`src/rtl/plcs_pkg.sv`:
```
// ----------------------------------------------------------------------------
// Pump and lamp cycle sequencer package
// Shared widths, phase codes, configuration indexes and bundle types.
// ----------------------------------------------------------------------------
package plcs_pkg;

	localparam int TIMER_WIDTH = 16;
	localparam int CFG_WIDTH   = 16;
	localparam int CFG_IDX_W   = 3;

	typedef logic [TIMER_WIDTH-1:0] timer_t;
	typedef logic [1:0]             phase_t;

	localparam phase_t PH_REST  = 2'd0;
	localparam phase_t PH_PUMP  = 2'd1;
	localparam phase_t PH_SLEEP = 2'd2;
	localparam phase_t PH_GUARD = 2'd3;

	localparam logic [CFG_IDX_W-1:0] CFG_REST    = 3'd0;
	localparam logic [CFG_IDX_W-1:0] CFG_RUN     = 3'd1;
	localparam logic [CFG_IDX_W-1:0] CFG_PROTECT = 3'd2;
	localparam logic [CFG_IDX_W-1:0] CFG_SETTLE  = 3'd3;
	localparam logic [CFG_IDX_W-1:0] CFG_LED     = 3'd4;

	typedef struct packed {
		logic [15:0] rest_seconds;
		logic [15:0] run_seconds;
		logic [7:0]  protect_seconds;
		logic [3:0]  settle_ticks;
		logic [15:0] led_seconds;
	} cfg_t;

	// Next-state view of one settle filter.
	typedef struct packed {
		logic edge_seen;
		logic level;
		logic pending;
	} sense_t;

	typedef struct packed {
		logic   pump_drive;
		logic   lamp_drive;
		phase_t phase_now;
	} seq_out_t;

	function automatic timer_t timer_inc(timer_t t);
		timer_inc = (t == '1) ? t : t + timer_t'(1);
	endfunction

endpackage

```
`src/rtl/pump_lamp_cycle_sequencer_top.sv`:
```
// ----------------------------------------------------------------------------
// Pump and lamp cycle sequencer
// Stream wrapper with configuration registers, input and result registers.
// A word accepted into the input register has its result registered in the result register.
// Throughput: one word per clock cycle when the result side keeps tready high.
// The limit is the single state update per word between the two registers.
// Reset: arst_n low clears the filter and sequencer state, empties both registers and
// restores the default configuration; the input register is ready for words once reset is released.
// ----------------------------------------------------------------------------
module pump_lamp_cycle_sequencer_top (
	input  logic                              clk,
	input  logic                              arst_n,
	input  logic                              s_axis_tvalid,
	output logic                              s_axis_tready,
	input  logic [7:0]                        s_axis_tdata,  // light_raw, flow_raw
	output logic                              m_axis_tvalid,
	input  logic                              m_axis_tready,
	output logic [7:0]                        m_axis_tdata,  // pump_drive, lamp_drive,
	                                                         // phase_now[1:0],
	                                                         // light_filtered, flow_filtered
	input  logic                              cfg_we,
	input  logic [plcs_pkg::CFG_IDX_W-1:0]    cfg_index,
	input  logic [plcs_pkg::CFG_WIDTH-1:0]    cfg_data
);

	plcs_pkg::cfg_t     cfg_q;
	logic               valid_s1;
	logic               light_s1;
	logic               flow_s1;
	logic               adv;
	logic               filter_en;
	plcs_pkg::sense_t   light_s;
	plcs_pkg::sense_t   flow_s;
	plcs_pkg::seq_out_t seq;
	logic               out_valid_q;
	logic [7:0]         out_data_q;

	always_ff @(posedge clk or negedge arst_n) begin
		if (!arst_n) begin
			cfg_q.rest_seconds    <= 16'd900;
			cfg_q.run_seconds     <= 16'd600;
			cfg_q.protect_seconds <= 8'd20;
			cfg_q.settle_ticks    <= 4'd1;
			cfg_q.led_seconds     <= 16'd3600;
		end else if (cfg_we) begin
			case (cfg_index)
				plcs_pkg::CFG_REST:    cfg_q.rest_seconds    <= cfg_data;
				plcs_pkg::CFG_RUN:     cfg_q.run_seconds     <= cfg_data;
				plcs_pkg::CFG_PROTECT: cfg_q.protect_seconds <= cfg_data[7:0];
				plcs_pkg::CFG_SETTLE:  cfg_q.settle_ticks    <= cfg_data[3:0];
				plcs_pkg::CFG_LED:     cfg_q.led_seconds     <= cfg_data;
				default: ;
			endcase
		end
	end

	assign adv           = valid_s1 && (!out_valid_q || m_axis_tready);
	assign s_axis_tready = !valid_s1 || adv;

	always_ff @(posedge clk or negedge arst_n) begin
		if (!arst_n) begin
			valid_s1 <= 1'b0;
		end else if (s_axis_tready) begin
			valid_s1 <= s_axis_tvalid;
		end
	end

	always_ff @(posedge clk) begin
		if (s_axis_tready && s_axis_tvalid) begin
			light_s1 <= s_axis_tdata[0];
			flow_s1  <= s_axis_tdata[1];
		end
	end

	plcs_filter u_light (
		.clk          (clk),
		.arst_n       (arst_n),
		.adv          (adv),
		.raw          (light_s1),
		.filter_en    (filter_en),
		.settle_ticks (cfg_q.settle_ticks),
		.sense        (light_s)
	);

	plcs_filter u_flow (
		.clk          (clk),
		.arst_n       (arst_n),
		.adv          (adv),
		.raw          (flow_s1),
		.filter_en    (filter_en),
		.settle_ticks (cfg_q.settle_ticks),
		.sense        (flow_s)
	);

	plcs_core u_core (
		.clk       (clk),
		.arst_n    (arst_n),
		.adv       (adv),
		.light_raw (light_s1),
		.cfg       (cfg_q),
		.light_s   (light_s),
		.flow_s    (flow_s),
		.filter_en (filter_en),
		.seq       (seq)
	);

	always_ff @(posedge clk or negedge arst_n) begin
		if (!arst_n) begin
			out_valid_q <= 1'b0;
		end else if (adv) begin
			out_valid_q <= 1'b1;
		end else if (m_axis_tready) begin
			out_valid_q <= 1'b0;
		end
	end

	always_ff @(posedge clk) begin
		if (adv) begin
			out_data_q <= {2'b00, flow_s.level, light_s.level, seq.phase_now,
				seq.lamp_drive, seq.pump_drive};
		end
	end

	assign m_axis_tvalid = out_valid_q;
	assign m_axis_tdata  = out_data_q;

endmodule

```
`src/rtl/plcs_filter.sv`:
```
// ----------------------------------------------------------------------------
// Sensor settle filter
// Captures level changes and accepts a new level once it has settled.
// ----------------------------------------------------------------------------
module plcs_filter (
	input  logic             clk,
	input  logic             arst_n,
	input  logic             adv,
	input  logic             raw,
	input  logic             filter_en,
	input  logic [3:0]       settle_ticks,
	output plcs_pkg::sense_t sense
);

	logic       last_q;
	logic       pend_q;
	logic [3:0] cnt_q;
	logic       level_q;

	logic       edge_c;
	logic       pend_e;
	logic [3:0] cnt_e;
	logic       pend_n;
	logic [3:0] cnt_n;
	logic       level_n;

	always_comb begin
		edge_c  = (raw != last_q);
		pend_e  = edge_c ? 1'b1 : pend_q;
		cnt_e   = edge_c ? 4'd0 : cnt_q;
		pend_n  = pend_e;
		cnt_n   = cnt_e;
		level_n = level_q;
		if (filter_en && pend_e) begin
			if (cnt_e >= settle_ticks) begin
				level_n = raw;
				pend_n  = 1'b0;
				cnt_n   = 4'd0;
			end else begin
				cnt_n = cnt_e + 4'd1;
			end
		end
	end

	always_ff @(posedge clk or negedge arst_n) begin
		if (!arst_n) begin
			last_q  <= 1'b1;
			pend_q  <= 1'b1;
			cnt_q   <= 4'd0;
			level_q <= 1'b1;
		end else if (adv) begin
			last_q  <= raw;
			pend_q  <= pend_n;
			cnt_q   <= cnt_n;
			level_q <= level_n;
		end
	end

	assign sense.edge_seen = edge_c;
	assign sense.level     = level_n;
	assign sense.pending   = pend_n;

endmodule

```
`src/rtl/plcs_core.sv`:
```
// ----------------------------------------------------------------------------
// Pump and lamp phase sequencer
// Phase, phase timer, lamp timer and sleep request for one tick.
// ----------------------------------------------------------------------------
module plcs_core (
	input  logic               clk,
	input  logic               arst_n,
	input  logic               adv,
	input  logic               light_raw,
	input  plcs_pkg::cfg_t     cfg,
	input  plcs_pkg::sense_t   light_s,
	input  plcs_pkg::sense_t   flow_s,
	output logic               filter_en,
	output plcs_pkg::seq_out_t seq
);

	plcs_pkg::phase_t phase_q;
	plcs_pkg::timer_t phase_timer_q;
	logic             lamp_on_q;
	plcs_pkg::timer_t lamp_timer_q;
	logic             sleep_req_q;

	plcs_pkg::phase_t phase_n;
	plcs_pkg::timer_t phase_timer_n;
	logic             lamp_on_n;
	plcs_pkg::timer_t lamp_timer_n;
	logic             sleep_req_n;
	plcs_pkg::timer_t pt_inc;
	logic             stop;

	assign filter_en = (phase_q == plcs_pkg::PH_REST) || (phase_q == plcs_pkg::PH_PUMP);
	assign pt_inc    = plcs_pkg::timer_inc(phase_timer_q);

	always_comb begin
		phase_n       = phase_q;
		phase_timer_n = phase_timer_q;
		lamp_on_n     = lamp_on_q;
		lamp_timer_n  = lamp_timer_q;
		sleep_req_n   = sleep_req_q;
		stop          = 1'b0;

		if (lamp_on_q) begin
			lamp_timer_n = plcs_pkg::timer_inc(lamp_timer_q);
			if (32'(lamp_timer_n) > 32'(cfg.led_seconds)) begin
				sleep_req_n = 1'b1;
			end
		end

		case (phase_q)
			plcs_pkg::PH_REST: begin
				phase_timer_n = pt_inc;
				if (32'(pt_inc) >= 32'(cfg.rest_seconds)) begin
					if (!lamp_on_q && !light_s.level) begin
						lamp_on_n    = 1'b1;
						lamp_timer_n = '0;
					end
					phase_n       = plcs_pkg::PH_PUMP;
					phase_timer_n = '0;
				end
			end
			plcs_pkg::PH_PUMP: begin
				stop = (32'(phase_timer_q) > 32'(cfg.run_seconds)) ||
					((32'(phase_timer_q) > 32'(cfg.protect_seconds)) &&
					 (!flow_s.level || flow_s.pending));
				phase_timer_n = pt_inc;
				if (stop) begin
					phase_timer_n = '0;
					if (sleep_req_n) begin
						lamp_on_n = 1'b0;
						phase_n   = plcs_pkg::PH_SLEEP;
					end else begin
						phase_n = plcs_pkg::PH_REST;
					end
				end
			end
			plcs_pkg::PH_SLEEP: begin
				if (light_s.edge_seen || flow_s.edge_seen) begin
					phase_n       = plcs_pkg::PH_GUARD;
					phase_timer_n = '0;
				end
			end
			default: begin
				phase_timer_n = pt_inc;
				if (32'(pt_inc) >= 32'(cfg.protect_seconds)) begin
					phase_timer_n = '0;
					if (light_raw) begin
						sleep_req_n = 1'b0;
						phase_n     = plcs_pkg::PH_REST;
					end else begin
						phase_n = plcs_pkg::PH_SLEEP;
					end
				end
			end
		endcase
	end

	always_ff @(posedge clk or negedge arst_n) begin
		if (!arst_n) begin
			phase_q       <= plcs_pkg::PH_REST;
			phase_timer_q <= '0;
			lamp_on_q     <= 1'b0;
			lamp_timer_q  <= '0;
			sleep_req_q   <= 1'b0;
		end else if (adv) begin
			phase_q       <= phase_n;
			phase_timer_q <= phase_timer_n;
			lamp_on_q     <= lamp_on_n;
			lamp_timer_q  <= lamp_timer_n;
			sleep_req_q   <= sleep_req_n;
		end
	end

	assign seq.pump_drive = (phase_n == plcs_pkg::PH_PUMP);
	assign seq.lamp_drive = lamp_on_n;
	assign seq.phase_now  = phase_n;

`ifndef SYNTH
	// Every phase change starts the new phase with a cleared timer.
	a_timer_clear: assert property (@(posedge clk) disable iff (!arst_n)
		(adv && phase_n != phase_q) |=> (phase_timer_q == '0))
		else $error("phase timer not cleared on phase change");

	// The lamp never changes while sleeping or guarding.
	a_lamp_hold: assert property (@(posedge clk) disable iff (!arst_n)
		(adv && (phase_q == plcs_pkg::PH_SLEEP || phase_q == plcs_pkg::PH_GUARD))
		|=> $stable(lamp_on_q))
		else $error("lamp changed outside rest and pumping");

	// Going to sleep always turns the lamp off.
	a_sleep_dark: assert property (@(posedge clk) disable iff (!arst_n)
		(adv && phase_q == plcs_pkg::PH_PUMP && phase_n == plcs_pkg::PH_SLEEP)
		|=> !lamp_on_q)
		else $error("lamp still on after entering sleep");

	// Sleep is entered only with a pending request.
	a_sleep_req: assert property (@(posedge clk) disable iff (!arst_n)
		(adv && phase_n == plcs_pkg::PH_SLEEP && phase_q == plcs_pkg::PH_PUMP)
		|=> sleep_req_q)
		else $error("sleep entered without request");
`endif

endmodule

```
`config.mk`:
```
export PLATFORM = sky130hd
export DESIGN_NAME = pump_lamp_cycle_sequencer_top
export DESIGN_NICKNAME = d
export VERILOG_FILES = /design/src/rtl/plcs_pkg.sv /design/src/rtl/pump_lamp_cycle_sequencer_top.sv /design/src/rtl/plcs_filter.sv /design/src/rtl/plcs_core.sv
export SDC_FILE = /design/constraint.sdc
export NUM_CORES = 1
export LEC_CHECK = 0
export BUFFER_PORTS_ARGS = -buffer_cell sky130_fd_sc_hd__clkbuf_2
export CORE_MARGIN = 5
export CORE_UTILIZATION = 63
export CTS_BUF_LIST = sky130_fd_sc_hd__clkbuf_2
export DETAILED_ROUTE_END_ITERATION = 8
export PLACE_DENSITY = 0.82
export SLEW_MARGIN = 20
export SYNTH_ARGS = -nofsm -noshare
export SYNTH_HDL_FRONTEND = slang
export SYNTH_SLANG_ARGS = --single-unit
```
`constraint.sdc`:
```
create_clock -name clk -period 6.3 [get_ports clk]
set_input_delay 0.315 -clock clk [delete_from_list [all_inputs] [get_ports clk]]
set_output_delay 0.315 -clock clk [all_outputs]
set_load 0.03 [all_outputs]
```
==> run_results.csv <==
group,metric,value,unit
outcome,status,"completed",
timing,clock_skew,0.0436,ns
detailed_routing,drt_iter0_drc,747,
detailed_routing,wirelength,18000,um
placed_design,hpwl,13000,um
critical_path,r2r_start,"u_core.phase_timer_q[1]",
detailed_routing,drtPass1Iterations,5,
cells_and_area,antenna_cells,0,
power,clkPwrFrac,0.269,
critical_path,ff2ff_setup_slack,1.57,ns
floorplan,chipHeight,119,um
logic_synthesis,ys_warn_count,0,
logic_synthesis,avgSynthCellArea,9.07,um^2
grt,grt_pass1_vias,6401,
placed_design,globalplace.congestion,0.898,
detailed_routing,routedWlPerCell,17.3,um
timing,fin_crit_sh,0.752,
power,p_leak,3.83,nW
timing,rsz0062_at_grt,"no",
critical_path,crit_path_max_fanout,16,
logic_synthesis,async_reset_ff_frac,0.933,
clocking,htreeDepth,4,
logic_synthesis,synth_cells,831,
power,p_int,1.57,mW
detailed_routing,vias_per_cell,6.17,
floorplan,die_w,119,um
clocking,cts_tree,"done",
critical_path,crit_start,"u_core.phase_timer_q[1]",
logic_synthesis,synth_top_cells_by_area,"dfrtp_1, ha_1, dfstp_2, nand2_1, o21ai_0",
critical_path,endpoint,"u_core.phase_timer_q[1]",
grt,grt_usage,0.264,
placed_design,port_buffers,33,
timing,fmax,211,MHz
floorplan,die_area,14300,um^2
detailed_routing,dr_total_vias,6423,
timing,slew_headroom,0.420,
critical_path,criticalPathCategory,"reg -> reg",
logic_synthesis,ys_seq_elements,120,
timing,hold_ws,0.0739,ns
power,p_seq_frac,0.425,
power,pwr-share-comb,0.306,
critical_path,r2r_end,"u_core.phase_timer_q[1]",
clocking,clk_pin_slew,0.20,ns
timing,finalMaxSlewViolations,0,
timing,worst_slew_pin_slew,0.863,ns
grt,antenna_found_initial,0,
floorplan,ios,42,
clocking,clk-insertion-delay-late,0.76,ns
critical_path,crit_slowest_cell,"nor2b_1",
grt,grt_pass1_wl,30300,um
critical_path,cp_top_family,"simple AND/OR/NAND/NOR gates",
logic_synthesis,synthFlopType,"dfrtp_1",
critical_path,r2r_cells,16,
grt,grt_overflow_total,0,
critical_path,worstPathRequired,6.95,ns
logic_synthesis,synth_top_area_share,0.302,
grt,grt_max_degree,68,
timing,tns,0,ns
logic_synthesis,yosys.cell_count.top_type,"nand2_1",
logic_synthesis,yosysTopAreaCell,"dfrtp_1",
floorplan,start_util,0.635,
cells_and_area,drive_above_1_share,0.145,
critical_path,start_kind,"register",
critical_path,critPathMaxStageDelay,0.58,ns
detailed_routing,detail-route-antenna-nets,0,
logic_synthesis,synth_common_cells,"nand2_1, dfrtp_1, o21ai_0",
logic_synthesis,synth_cell_types,68,
power,vdd_drop_max,0.179,mV
critical_path,crit_arrival,5.39,ns
cells_and_area,syn_to_final_growth,11.3,%
timing,setup_violations,0,
logic_synthesis,syn_area,7540,um^2
clocking,post-cts-setup-buffers,0,
floorplan,rows,40,
critical_path,end_kind,"register",
cells_and_area,nFillCells,913,
timing,final.min_clock_period,4.73,ns
clocking,cts.sinks,120,
min_path,hold_path.class,"in -> async",
power,power.switching,858,uW
placed_design,postPlaceCellArea,7840,um^2
floorplan,coreArea,11900,um^2
logic_synthesis,yosysSeqAreaShare,0.407,
clocking,clk_path_buf_depth,2,
clocking,cts_buffers,17,
clocking,cts_root_buffer,"clkbuf_2",
critical_path,cp_cell_sequence,"ha_1 > nand2_1 > nor4_1 > nor2b_1 > nor2_1 > nand3_1 > xnor2_1 > ha_1 > a21oi_1 > o21a_1 > o21ai_0 > a2111o_1 > nor4_4 > a221oi_2 > buf_4 > a21oi_1",
timing,hold_violations,0,
job,cap_violations,0,
power,switching_share,0.354,
power,p_per_area,289,nW/um^2
cells_and_area,fin_area,8390,um^2
detailed_routing,drc,0,
critical_path,path_depth,16,
cells_and_area,final_nets,989,
logic_synthesis,synth_edf_count,8,
critical_path,cp_num_buf_inv,1,
==> layout make-up <==
cell class,instances,area (um^2),area share
timing repair buffer,63,448,0.0534
sequential,120,3070,0.366
clock inverter,12,224,0.0267
inverter,68,255,0.0304
clock buffer,20,100,0.0119
tap,147,184,0.0219
multi-input combinational,611,4110,0.490
==> cell usage in the layout (no fill, tap or decap), types with 24 or more instances in the layout <==
master,n
nand2_1,127
dfrtp_1,91
o21ai_0,82
ha_1,76
inv_1,68
clkbuf_2,52
a21oi_1,45
nor2_1,31
nand3_1,24
==> registers in the layout, indices dropped and copies added (netlist names) <==
| signal | cells |
|---|---|
| u_flow.level_q | 1 |
| u_core.phase_timer_q | 16 |
| m_axis_tdata | 6 |
| u_core.sleep_req_q | 1 |
| cfg_q | 60 |
| u_flow.last_q | 1 |
| flow_s1 | 1 |
| u_flow.cnt_q | 4 |
| m_axis_tvalid | 1 |
| u_light.cnt_q | 4 |
| u_flow.pend_q | 1 |
| light_s1 | 1 |
| u_core.lamp_timer_q | 16 |
| valid_s1 | 1 |
| u_light.pend_q | 1 |
| u_light.last_q | 1 |
| u_light.level_q | 1 |
| u_core.lamp_on_q | 1 |
| u_core.phase_q | 2 |
==> power by group through the flow <==
stage	clock (mW)	combinational, mW	sequential [mW]
finish	0.651	0.743	1.03
CTS	0.658	0.740	1.03
global placement	0	0.676	1.03
floorplan	0	0.533	1.02
global route	0.700	0.841	1.05
detailed placement	0	0.724	1.04
==> through the flow <==
stage / power, mW / setup slack [ns] / std cells / utilization
after floorplan: 1.55 / 2.64 / 832 / -
after global placement: 1.71 / 1.57 / 987 / 0.661
after detailed placement: 1.77 / 1.68 / 987 / 0.661
after CTS: 2.43 / 1.63 / 1041 / 0.707
after global routing: 2.59 / 1.34 / 1041 / 0.707
final: 2.42 / 1.57 / 1041 / 0.707
==> worst reg2reg max path, delay by kind of cell (launching register included) <==
kind	cells	cell delay [ns]
adders and majority gates	2	0.59
xor gates and xnor gates	1	0.20
and+or+nand+nor	6	1.93
AOI/OAI and AO/OA	6	1.21
DFF	1	0.50
buffers and inverters	1	0.23
==> cells by family (layout without fill, tap and decap cells) <==
logic type,after synthesis,count (layout),share of synthesized area
buffers and inverters,101,163,0.0531
AO/OA/AOI/OAI,195,195,0.161
multiplexers,18,18,0.0261
AND/OR/NAND/NOR,288,288,0.189
other,1,2,0.000498
flip-flops,120,120,0.407
XOR/XNOR,32,32,0.0372
adder cells (fa/ha/maj),76,76,0.126
==> how the worst min path moves through the flow <==
stage | start | to | slack [ns] | cells after the start
2_1_floorplan | arst_n | cfg_q[0] | 0.02 | 0
3_3_place_gp | arst_n | u_core.phase_timer_q[14] | 0.35 | 1
3_5_place_dp | arst_n | u_core.phase_timer_q[14] | 0.35 | 1
4_1_cts | arst_n | cfg_q[48] | 0.05 | 2
5_1_grt | cfg_we | cfg_q[17] | 0.03 | 3
6_report | arst_n | cfg_q[48] | 0.07 | 2
==> metal layers <==
metal,track usage,vias to the layer above,wire (um)
li1,-,3048,-
met1,0.324,3109,7390
met2,0.446,216,9030
met3,0.0584,50,950
met4,0.115,0,607
met5,0,-,0
==> timing repair <==
action | in CTS | in global routing
hold buffers | 22 | 0
gates resized for setup | 0 | 0
hold endpoints to repair | 111 | 0
setup endpoints to repair | 0 | 0
No activity file was read; power rests on OpenSTA's default activity.
